### src/hdl/clmd_pkg.sv
`timescale 1ns / 1ps
// Package for the Content-Length message deframer: phase and number-parser
// types, character codes and the header-name literal table.
// No dependencies.
package clmd_pkg;

  // Width of the length accumulator and of the body countdown
  localparam int LENGTH_BITS = 32;
  localparam int NAME_LEN    = 16;
  localparam int POS_BITS    = 5;

  // Character codes
  localparam logic [7:0] CH_CR    = 8'h0D;
  localparam logic [7:0] CH_LF    = 8'h0A;
  localparam logic [7:0] CH_TAB   = 8'h09;
  localparam logic [7:0] CH_VT    = 8'h0B;
  localparam logic [7:0] CH_FF    = 8'h0C;
  localparam logic [7:0] CH_SPACE = 8'h20;
  localparam logic [7:0] CH_ZERO  = 8'h30;
  localparam logic [7:0] CH_NINE  = 8'h39;

  // Parser phase; the two unused codes behave as PH_MATCH
  typedef enum logic [2:0] {
    PH_MATCH  = 3'd0,
    PH_SKIP   = 3'd1,
    PH_NUMBER = 3'd2,
    PH_DROP   = 3'd3,
    PH_TERM   = 3'd4,
    PH_BODY   = 3'd5
  } phase_t;

  // Decimal length parser state
  typedef enum logic [1:0] {
    NUM_BEFORE = 2'd0,
    NUM_DIGITS = 2'd1,
    NUM_DONE   = 2'd2
  } num_t;

  // Header name "Content-Length: " one character per position
  function automatic logic [7:0] name_char(input logic [3:0] pos);
    logic [7:0] c;
    case (pos)
      4'd0:    c = "C";
      4'd1:    c = "o";
      4'd2:    c = "n";
      4'd3:    c = "t";
      4'd4:    c = "e";
      4'd5:    c = "n";
      4'd6:    c = "t";
      4'd7:    c = "-";
      4'd8:    c = "L";
      4'd9:    c = "e";
      4'd10:   c = "n";
      4'd11:   c = "g";
      4'd12:   c = "t";
      4'd13:   c = "h";
      4'd14:   c = ":";
      default: c = " ";
    endcase
    return c;
  endfunction

  // Whitespace skipped ahead of the first length digit
  function automatic logic is_lead_space(input logic [7:0] b);
    return (b == CH_SPACE) || (b == CH_TAB) || (b == CH_LF) ||
           (b == CH_VT) || (b == CH_FF);
  endfunction

endpackage

### src/hdl/content_length_message_deframer_top.sv
`timescale 1ns / 1ps
// A result is registered after its byte is accepted (input register, then
// result register); a stall can hold the byte in the input register between.
// Throughput: one byte per cycle unless the output stalls; the parser state
// is updated from the registered byte as its result is registered.
// The input register lets one more byte in while a result waits.
// Reset (rst_n low, synchronous): pipeline empty, parser back to matching
// the header name with length and counters cleared.
// Content-Length message deframer, single module.
// Depends on clmd_pkg.
module content_length_message_deframer_top (
  input  logic        clk,
  input  logic        rst_n,
  input  logic        in_valid,
  output logic        in_ready,
  input  logic [7:0]  in_byte,
  output logic        out_valid,
  input  logic        out_ready,
  output logic [7:0]  out_data_byte,
  output logic        out_is_body,
  output logic        out_message_end,
  output logic [31:0] out_body_length,
  output logic        out_header_rejected
);
  import clmd_pkg::*;

  localparam int WIDE_BITS = LENGTH_BITS + 4;

  // Pipeline registers
  logic       in_valid_r;
  logic [7:0] in_byte_r;
  logic       out_valid_r;
  logic [7:0] out_data_byte_r;
  logic       out_is_body_r;
  logic       out_message_end_r;
  logic [31:0] out_body_length_r;
  logic       out_header_rejected_r;

  // Parser state
  phase_t               phase_r, phase_nxt;
  logic [POS_BITS-1:0]  match_pos_r, match_pos_nxt;
  logic                 skip_cr_r, skip_cr_nxt;
  num_t                 num_r, num_nxt;
  logic [LENGTH_BITS-1:0] accum_r, accum_nxt;
  logic [1:0]           term_depth_r, term_depth_nxt;
  logic [LENGTH_BITS-1:0] remain_r, remain_nxt;

  // Per-item flags
  logic       is_body;
  logic       msg_end;
  logic       rejected;
  logic [LENGTH_BITS-1:0] shown;

  logic       advance;
  logic       fire;
  logic [7:0] b;
  logic       is_digit;
  logic [WIDE_BITS-1:0] accum_wide;
  logic [WIDE_BITS-1:0] accum_x10;
  logic       accum_ovf;
  logic [POS_BITS-1:0] pos_clamped;
  logic [LENGTH_BITS-1:0] remain_dec;

  // Handshake
  assign advance  = !out_valid_r || out_ready;
  assign in_ready = !in_valid_r || advance;
  assign fire     = in_valid_r && advance;
  assign b        = in_byte_r;

  // Decimal step: accum * 10 + digit, saturation on carry beyond the width
  assign is_digit   = (b >= CH_ZERO) && (b <= CH_NINE);
  assign accum_wide = WIDE_BITS'(accum_r);
  assign accum_x10  = (accum_wide << 3) + (accum_wide << 1) + WIDE_BITS'(b - CH_ZERO);
  assign accum_ovf  = |accum_x10[WIDE_BITS-1:LENGTH_BITS];

  assign pos_clamped = (match_pos_r > POS_BITS'(NAME_LEN - 1)) ? '0 : match_pos_r;
  assign remain_dec  = (remain_r != '0) ? remain_r - LENGTH_BITS'(1) : remain_r;

  // Output flags per phase
  always_comb begin
    is_body  = 1'b0;
    msg_end  = 1'b0;
    rejected = 1'b0;
    case (phase_r)
      PH_SKIP, PH_NUMBER, PH_DROP: begin
      end
      PH_TERM: begin
        msg_end = (term_depth_r == 2'd3) && (b == CH_LF) && (accum_r == '0);
      end
      PH_BODY: begin
        is_body = 1'b1;
        msg_end = (remain_dec == '0);
      end
      default: begin
        rejected = (b != name_char(pos_clamped[3:0]));
      end
    endcase
  end

  // Next parser state
  always_comb begin
    phase_nxt      = phase_r;
    match_pos_nxt  = match_pos_r;
    skip_cr_nxt    = skip_cr_r;
    num_nxt        = num_r;
    accum_nxt      = accum_r;
    term_depth_nxt = term_depth_r;
    remain_nxt     = remain_r;
    case (phase_r)
      PH_SKIP: begin
        if (skip_cr_r && (b == CH_LF)) begin
          phase_nxt     = PH_MATCH;
          match_pos_nxt = '0;
          skip_cr_nxt   = 1'b0;
        end else begin
          skip_cr_nxt = (b == CH_CR);
        end
      end
      PH_NUMBER: begin
        if (b == CH_CR) begin
          phase_nxt = PH_DROP;
        end else if (num_r != NUM_DONE) begin
          if (is_digit) begin
            num_nxt   = NUM_DIGITS;
            accum_nxt = accum_ovf ? '1 : accum_x10[LENGTH_BITS-1:0];
          end else if (!((num_r == NUM_BEFORE) && is_lead_space(b))) begin
            num_nxt = NUM_DONE;
          end
        end
      end
      PH_DROP: begin
        term_depth_nxt = 2'd2;
        phase_nxt      = PH_TERM;
      end
      PH_TERM: begin
        case (term_depth_r)
          2'd0, 2'd2: term_depth_nxt = (b == CH_CR) ? term_depth_r + 2'd1 : 2'd0;
          2'd1:       term_depth_nxt = (b == CH_LF) ? 2'd2 : 2'd0;
          default: begin
            term_depth_nxt = 2'd0;
            if (b == CH_LF) begin
              if (accum_r == '0) begin
                phase_nxt     = PH_MATCH;
                match_pos_nxt = '0;
              end else begin
                remain_nxt = accum_r;
                phase_nxt  = PH_BODY;
              end
            end
          end
        endcase
      end
      PH_BODY: begin
        remain_nxt = remain_dec;
        if (remain_dec == '0) begin
          phase_nxt     = PH_MATCH;
          match_pos_nxt = '0;
        end
      end
      default: begin
        phase_nxt = PH_MATCH;
        if (!rejected) begin
          if (pos_clamped == POS_BITS'(NAME_LEN - 1)) begin
            match_pos_nxt = '0;
            phase_nxt     = PH_NUMBER;
            num_nxt       = NUM_BEFORE;
            accum_nxt     = '0;
          end else begin
            match_pos_nxt = pos_clamped + POS_BITS'(1);
          end
        end else begin
          match_pos_nxt = '0;
          skip_cr_nxt   = 1'b0;
          phase_nxt     = PH_SKIP;
        end
      end
    endcase
    // Length shown with this byte, then cleared at the end of a message
    shown = accum_nxt;
    if (msg_end) begin
      accum_nxt = '0;
    end
  end

  // Control and state registers
  always_ff @(posedge clk) begin
    if (!rst_n) begin
      in_valid_r   <= 1'b0;
      out_valid_r  <= 1'b0;
      phase_r      <= PH_MATCH;
      match_pos_r  <= '0;
      skip_cr_r    <= 1'b0;
      num_r        <= NUM_BEFORE;
      accum_r      <= '0;
      term_depth_r <= 2'd0;
      remain_r     <= '0;
    end else begin
      if (in_ready) begin
        in_valid_r <= in_valid;
      end
      if (advance) begin
        out_valid_r <= in_valid_r;
      end
      if (fire) begin
        phase_r      <= phase_nxt;
        match_pos_r  <= match_pos_nxt;
        skip_cr_r    <= skip_cr_nxt;
        num_r        <= num_nxt;
        accum_r      <= accum_nxt;
        term_depth_r <= term_depth_nxt;
        remain_r     <= remain_nxt;
      end
    end
  end

  // Payload registers
  always_ff @(posedge clk) begin
    if (in_valid && in_ready) begin
      in_byte_r <= in_byte;
    end
    if (fire) begin
      out_data_byte_r       <= b;
      out_is_body_r         <= is_body;
      out_message_end_r     <= msg_end;
      out_body_length_r     <= 32'(shown);
      out_header_rejected_r <= rejected;
    end
  end

  assign out_valid           = out_valid_r;
  assign out_data_byte       = out_data_byte_r;
  assign out_is_body         = out_is_body_r;
  assign out_message_end     = out_message_end_r;
  assign out_body_length     = out_body_length_r;
  assign out_header_rejected = out_header_rejected_r;

`ifndef SYNTH
  // A body byte is never a header rejection
  a_body_not_rejected: assert property (@(posedge clk) disable iff (!rst_n)
    out_valid && out_is_body |-> !out_header_rejected)
    else $error("body byte flagged as rejected");

  // An end outside the body is the final LF of the headers
  a_header_end_lf: assert property (@(posedge clk) disable iff (!rst_n)
    out_valid && out_message_end && !out_is_body |-> out_data_byte == CH_LF)
    else $error("header end on a byte other than LF");

  // Name matching always runs with a cleared length
  a_reject_zero_len: assert property (@(posedge clk) disable iff (!rst_n)
    out_valid && out_header_rejected |-> out_body_length == 32'd0)
    else $error("rejection with a non-zero length");

  // The body phase always has bytes left to pass
  a_body_remaining: assert property (@(posedge clk) disable iff (!rst_n)
    phase_r == PH_BODY |-> remain_r != '0)
    else $error("body phase with nothing remaining");

  // A stalled byte in the input register is held
  a_input_hold: assert property (@(posedge clk) disable iff (!rst_n)
    in_valid_r && !advance |=> in_valid_r && $stable(in_byte_r))
    else $error("input register lost a stalled byte");
`endif

endmodule

### config.mk
export PLATFORM = sky130hd
export DESIGN_NAME = content_length_message_deframer_top
export DESIGN_NICKNAME = d
export VERILOG_FILES = /design/src/hdl/clmd_pkg.sv /design/src/hdl/content_length_message_deframer_top.sv
export SDC_FILE = /design/constraint.sdc
export NUM_CORES = 1
export LEC_CHECK = 0
export BUFFER_PORTS_ARGS = -buffer_cell sky130_fd_sc_hd__buf_2
export CAP_MARGIN = 10
export CELL_PAD_IN_SITES_DETAIL_PLACEMENT = 1
export CELL_PAD_IN_SITES_GLOBAL_PLACEMENT = 1
export CORE_UTILIZATION = 30
export CTS_CLUSTER_SIZE = 14
export DETAILED_ROUTE_END_ITERATION = 16
export GPL_ROUTABILITY_DRIVEN = 0
export PLACE_DENSITY_LB_ADDON = 0.1
export SLEW_MARGIN = 10
export SYNTH_ARGS = -nofsm -noshare
export SYNTH_HDL_FRONTEND = slang
export SYNTH_SLANG_ARGS = --single-unit
### constraint.sdc
create_clock -name clk -period 5.85 [get_ports clk]
set_input_delay 1.755 -clock clk [delete_from_list [all_inputs] [get_ports clk]]
set_output_delay 1.755 -clock clk [all_outputs]
set_load 0.03 [all_outputs]
# After elaboration in Yosys (flattened, before gate mapping)
# Memory sizes are Yosys's and may differ from the RTL's.
# Cells that the tools add are included.
# totals
reg_bits	130
romBits	112
in_bits	12
output_inout_bits	45
memories	1
# mem_list
name	words	width	rd	rd_ports_with_merged_regs	wr	line	text
(no name shown)	16	7	1	0	0	clmd_pkg.sv:42	case (pos)
# op_classes
add_sub_neg	6
order_cmp	3
eq_ne	28
mux	49
n_bitwise	3
reduce_logical	37
# op_table
op	n
two-way mux 32 bit	11
case mux 32 bit (2 select lines)	2
zero test 32 bit	2
== test 8 x 4 -> 1 bit, second input constant	5
two-way mux 5 bit	8
adder 35 x 33 -> 36 bit	1
adder 36 bit	1
nonzero test 32 bit	1
subtractor 32 x 1 -> 32 bit, second input constant	1
two-way mux 3 bit	7
!= test 2 bit, second input constant	10
case mux 5 bit (4 select lines)	1
two-way mux 2 bit	9
case mux 3 bit (5 select lines)	1
AND reduction 7 bit	2
case mux 2 bit (2 select lines)	3
OR reduction 4 bit	3
subtractor 8 x 6 -> 9 bit, second input constant	1
== test 8 x 6 -> 1 bit, second input constant	1
greater-or-equal comparator 8 x 6 -> 1 bit, second input constant	1
less-or-equal comparator 8 x 6 -> 1 bit, second input constant	1
two-way mux 8 bit	1
!= test 8 bit	1
nonzero test 2 bit	4
25 further kinds	48

# Logic depth before layout (Yosys ltp)
# depth
word_depth	11
depth_mapped	16

# Worst setup path before layout
# No wires, ideal clock.
# synth_path
path_type	reg2reg
start	register in_byte_r[5], in the netlist b[5]
end	register out_body_length_r[4], in the netlist out_body_length[4], data pin
setup_time_ns	0.256
arrival_ns	4.993
setup_slack_ns	0.601
path_stages_with_launch	16
n_path_buf	1
synth_period_minus_slack_ns	5.249
cell_sequence	edfxtp_1 > ha_1 > or3_1 > inv_1 > fa_1 > ha_1 > nand2_1 > or4b_2 > o22ai_1 > o21ai_0 > or4_1 > a22oi_1 > nand4_1 > clkbuf_1 > a21o_1 > a22o_1
# synth_between
elab_chain_len	8
word_cells_on_any_way	15
# synth_rtl
element	line	text
start: declaration	content_length_message_deframer_top.sv:31	logic [7:0] in_byte_r;
start signal: assignment	content_length_message_deframer_top.sv:219	in_byte_r <= in_byte;
subtractor 8 x 6 -> 9 bit	content_length_message_deframer_top.sv:73	assign accum_x10 = (accum_wide << 3) + (accum_wide << 1) + WIDE_BITS'(b - CH_ZERO);
adder 36 bit	content_length_message_deframer_top.sv:73	
OR reduction 4 bit	content_length_message_deframer_top.sv:74	assign accum_ovf = |accum_x10[WIDE_BITS-1:LENGTH_BITS];
two-way mux 32 bit	content_length_message_deframer_top.sv:125	accum_nxt = accum_ovf ? '1 : accum_x10[LENGTH_BITS-1:0];
two-way mux 32 bit	content_length_message_deframer_top.sv:123	if (is_digit) begin
two-way mux 32 bit	content_length_message_deframer_top.sv:122	end else if (num_r != NUM_DONE) begin
two-way mux 32 bit	content_length_message_deframer_top.sv:120	if (b == CH_CR) begin
case mux 32 bit (2 select lines) (*)	content_length_message_deframer_top.sv:109	case (phase_r)
named net shown[4]	content_length_message_deframer_top.sv:52	logic [LENGTH_BITS-1:0] shown;
end signal: assignment	content_length_message_deframer_top.sv:225	out_body_length_r <= 32'(shown);
end: declaration	content_length_message_deframer_top.sv:36	logic [31:0] out_body_length_r;
# Mark *: on every way through the listed nets, which the timed path passes. The rest lies on a longest branch.
# A chain may end at the register's enable or synchronous reset.

# Worst setup path in the final report
# layout_path
start	register in_byte_r[4], in the netlist b[4]
end	register out_body_length_r[3], in the netlist out_body_length[3], data pin
# Same word-level chain as after synthesis.

==> flow_metrics.env <==
export IMPL_clk_path_buf_depth=2
export IMPL_antenna_found_initial=0
export IMPL_max_freq_ghz=0.1787
export IMPL_die_area_sq_um=32980
export IMPL_post_synth_top_area_fraction=0.1634
export IMPL_dr_total_vias=9026
export IMPL_p_per_area_nw_per_um2=213.1
export IMPL_first_iter_violations=503
export IMPL_hpwl_um=26100
export IMPL_grt_pass1_vias=9306
export IMPL_hold_depth=2
export IMPL_antenna_left=0
export IMPL_wirelength_um=34860
export IMPL_dp_slack_ns=0.2434
export IMPL_synth_nets=1268
export IMPL_critPathMaxFanout=32
export IMPL_cts_tree="yes"
export IMPL_syn_avg_cell_area_sq_um=8.265
export IMPL_synth_seq_area_share=0.3217
export IMPL_ys_seq_elements=130
export IMPL_die_height_um=181.6
export IMPL_drive_above_1_share=0.1021
export IMPL_worst_slack_ns=0.2534
export IMPL_fp_row_count=65
export IMPL_ys_top_cells_by_area="dfxtp_1 16%, edfxtp_1 16%, ha_1 7.0%"
export IMPL_combPwrFrac=0.125
export IMPL_n_antenna_cell=0
export IMPL_die_w_um=181.6
export IMPL_ir_drop_mv=0.1992
export IMPL_synth_common_cells="123 x nand2_1, 114 x nor2_1, 93 x o21ai_0, 89 x a21oi_1, 79 x dfxtp_1"
export IMPL_yosysWarnings=0
export IMPL_p_int_w=0.001642
export IMPL_grt_usage=0.2177
export IMPL_holdPathEnd="num_r[1]$_SDFFE_PN0P_"
export IMPL_grt_remaining_overflow=0
export IMPL_power_frac_clock=0.456
export IMPL_htreeDepth=4
export IMPL_r2r_cells=16
export IMPL_clk_pin_slew_ns=0.07
export IMPL_synthesis_area_sq_um=9678
export IMPL_synth_most_common_cell="nand2_1"
export IMPL_ys_flop_type="dfxtp_1"
export IMPL_ff2ff_setup_slack_ns=0.25
export IMPL_cts_buffers=17
export IMPL_finalCriticalPeriod_ns=5.597
export IMPL_grt_first_pass_wirelength_um=55190
export IMPL_core_area_sq_um=31640
export IMPL_cts_sinks=130
export IMPL_hp_class="flip-flop to flip-flop"
export IMPL_synth_area_leader_cell="dfxtp_1"
export IMPL_fin_setup_tns_ns=0
export IMPL_drc=0
export IMPL_synth_edf_count=51
export IMPL_cts_hold_buf=0
export IMPL_critPathCaptureType="flip-flop"
export IMPL_min_from="num_r[1]$_SDFFE_PN0P_"
export IMPL_crit_type="flip-flop to flip-flop"
export IMPL_layout_nets=1298
export IMPL_start_util=0.3059
export IMPL_wl_per_cell_um=21.57
export IMPL_p_leak_nw=4.343
export IMPL_via_per_inst=5.585
export IMPL_cp_required_ns=6.02
export IMPL_synth_cells=1171
export IMPL_outcome="completed"
export IMPL_grt_max_degree=52
export IMPL_finalCritPeriodShare=0.9567
export IMPL_root_buffer="clkbuf_16"
export IMPL_tightest_slew_ns=0.7806
export IMPL_maxSlewViolCount=0
export IMPL_maxSlewHeadroom=0.4723
export IMPL_power_switching_w=0.0006875
export IMPL_setup_viol_count_final=0
export IMPL_port_buffers=56
export IMPL_start_kind="flip-flop"
export IMPL_r2r_end="out_body_length[3]$_DFFE_PP_"
export IMPL_maxCapViolations=0
export IMPL_clock_skew_ns=0.02441
export IMPL_worstPathArrival_ns=5.77
export IMPL_hold_viol=0
export IMPL_clk_latency_ns=0.44
export IMPL_ioPinCount=57
export IMPL_async_flop_share=0
export IMPL_rsz0062_at_grt="false"
export IMPL_p_sw_frac=0.2951
export IMPL_p_seq_frac=0.419
export IMPL_r2r_start="b[4]$_DFFE_PP_"
export IMPL_area_growth_pct=12.94
export IMPL_synth_distinct_cells=78
export IMPL_dr_pass1_iters=4
[per-stage QoR]
step	hold slack (ns)	instance area [sq um]	utilization	total power [W]	cells
6_report	0.4897	10930	0.3455	0.002329	1616
5_1_grt	0.5159	10930	0.3455	0.002426	1616
4_1_cts	0.5006	10930	0.3454	0.002360	1616
3_5_place_dp	0.4923	10360	0.3276	0.001289	1584
3_3_place_gp	0.4634	10360	0.3276	0.001286	1584
2_1_floorplan	0.4466	9678	-	0.001191	1171
[per-layer routing]
metal,part of all wire,up-vias,global-route usage
met3,0.024,23,0.03109
met2,0.50,132,0.3814
li1,-,4356,-
met4,0.013,0,0.05424
met1,0.46,4515,0.2797
met5,0,-,0
[cells in the final DEF, fill, tap and decap left out, types with 14 or more instances in the layout]
cell         n
nand2_1    123
nor2_1     114
nand3_1     27
clkbuf_16   17
a211oi_1    18
nand2b_1    15
xor2_1      15
nand4_1     22
nor4_1      18
a21o_1      14
nor2b_1     14
buf_4       16
inv_1       65
buf_2       56
ha_1        54
xnor2_1     28
nor3_1      28
o22ai_1     37
a21oi_1     89
o21ai_0     93
edfxtp_1    51
dfxtp_1     79
fa_1        31
[kinds of logic (layout without fill, tap and decap cells)]
kind of cell | count (synthesis) | after routing | share of synthesized area
buffers and inverters | 129 | 172 | 0.05081
muxes | 7 | 7 | 0.007240
adders and majority gates | 85 | 85 | 0.1339
and+or+nand+nor | 418 | 418 | 0.2119
DFF | 130 | 130 | 0.3217
AOI/OAI and AO/OA | 359 | 359 | 0.2356
xor gates and xnor gates | 43 | 43 | 0.03891
[state kept, by name, indices dropped and copies added, names as in the netlist]
register,flops
out_is_body,1
phase_r,3
out_valid,1
b,8
num_r,2
remain_r,32
in_valid_r,1
out_message_end,1
term_depth_r,2
accum_r,32
out_body_length,32
skip_cr_r,1
match_pos_r,5
out_data_byte,8
out_header_rejected,1
[worst max path at each step]
stage                              start                      endpoint  slack [ns]
after detailed placement  b[4]$_DFFE_PP_  out_body_length[3]$_DFFE_PP_        0.24
final                     b[4]$_DFFE_PP_  out_body_length[3]$_DFFE_PP_        0.25
after global routing      b[4]$_DFFE_PP_  out_body_length[3]$_DFFE_PP_        0.01
after floorplan           b[5]$_DFFE_PP_  out_body_length[4]$_DFFE_PP_        0.60
after CTS                 b[4]$_DFFE_PP_  out_body_length[3]$_DFFE_PP_        0.21
after global placement    b[4]$_DFFE_PP_  out_body_length[3]$_DFFE_PP_        0.35
[power by group through the flow]
stage	clock, W	sequential [W]	combinational (W)
final	0.00106	0.000976	0.000292
after global routing	0.00113	0.000978	0.000320
after CTS	0.00109	0.000976	0.000294
after detailed placement	0	0.000996	0.000293
after global placement	0	0.000996	0.000290
after floorplan	0	0.00101	0.000179
[critical path, stage by stage, from the launching register on]
cell      delay (ns)
edfxtp_1        0.46
ha_1            0.29
or3_1           0.52
inv_1           0.18
buf_6           0.28
fa_1            0.47
ha_1            0.37
nand2_1         0.11
or4b_2          0.59
o22ai_1         0.26
o21ai_0         0.17
or4_1           0.50
a22oi_1         0.20
nand4_1         0.11
buf_4           0.26
or2_2           0.34
a22o_1          0.19
[final cells by class]
cell class / count / area [sq um]
fillers: 3750 / 20710
multi-input cells: 912 / 6088
flip-flops and latches: 130 / 3113
well taps: 402 / 503.0
clock buffers: 18 / 429.2
repair buffers: 73 / 411.6
inverters: 67 / 251.5
clock inverters: 14 / 133.9
[repair_timing]
action                                  4_1_cts  5_1_grt
endpoints found under the setup margin        0        2
setup buffers                                 0        0
gates resized for setup                       0        1
Note: power is estimated with default switching activity, not from simulation.
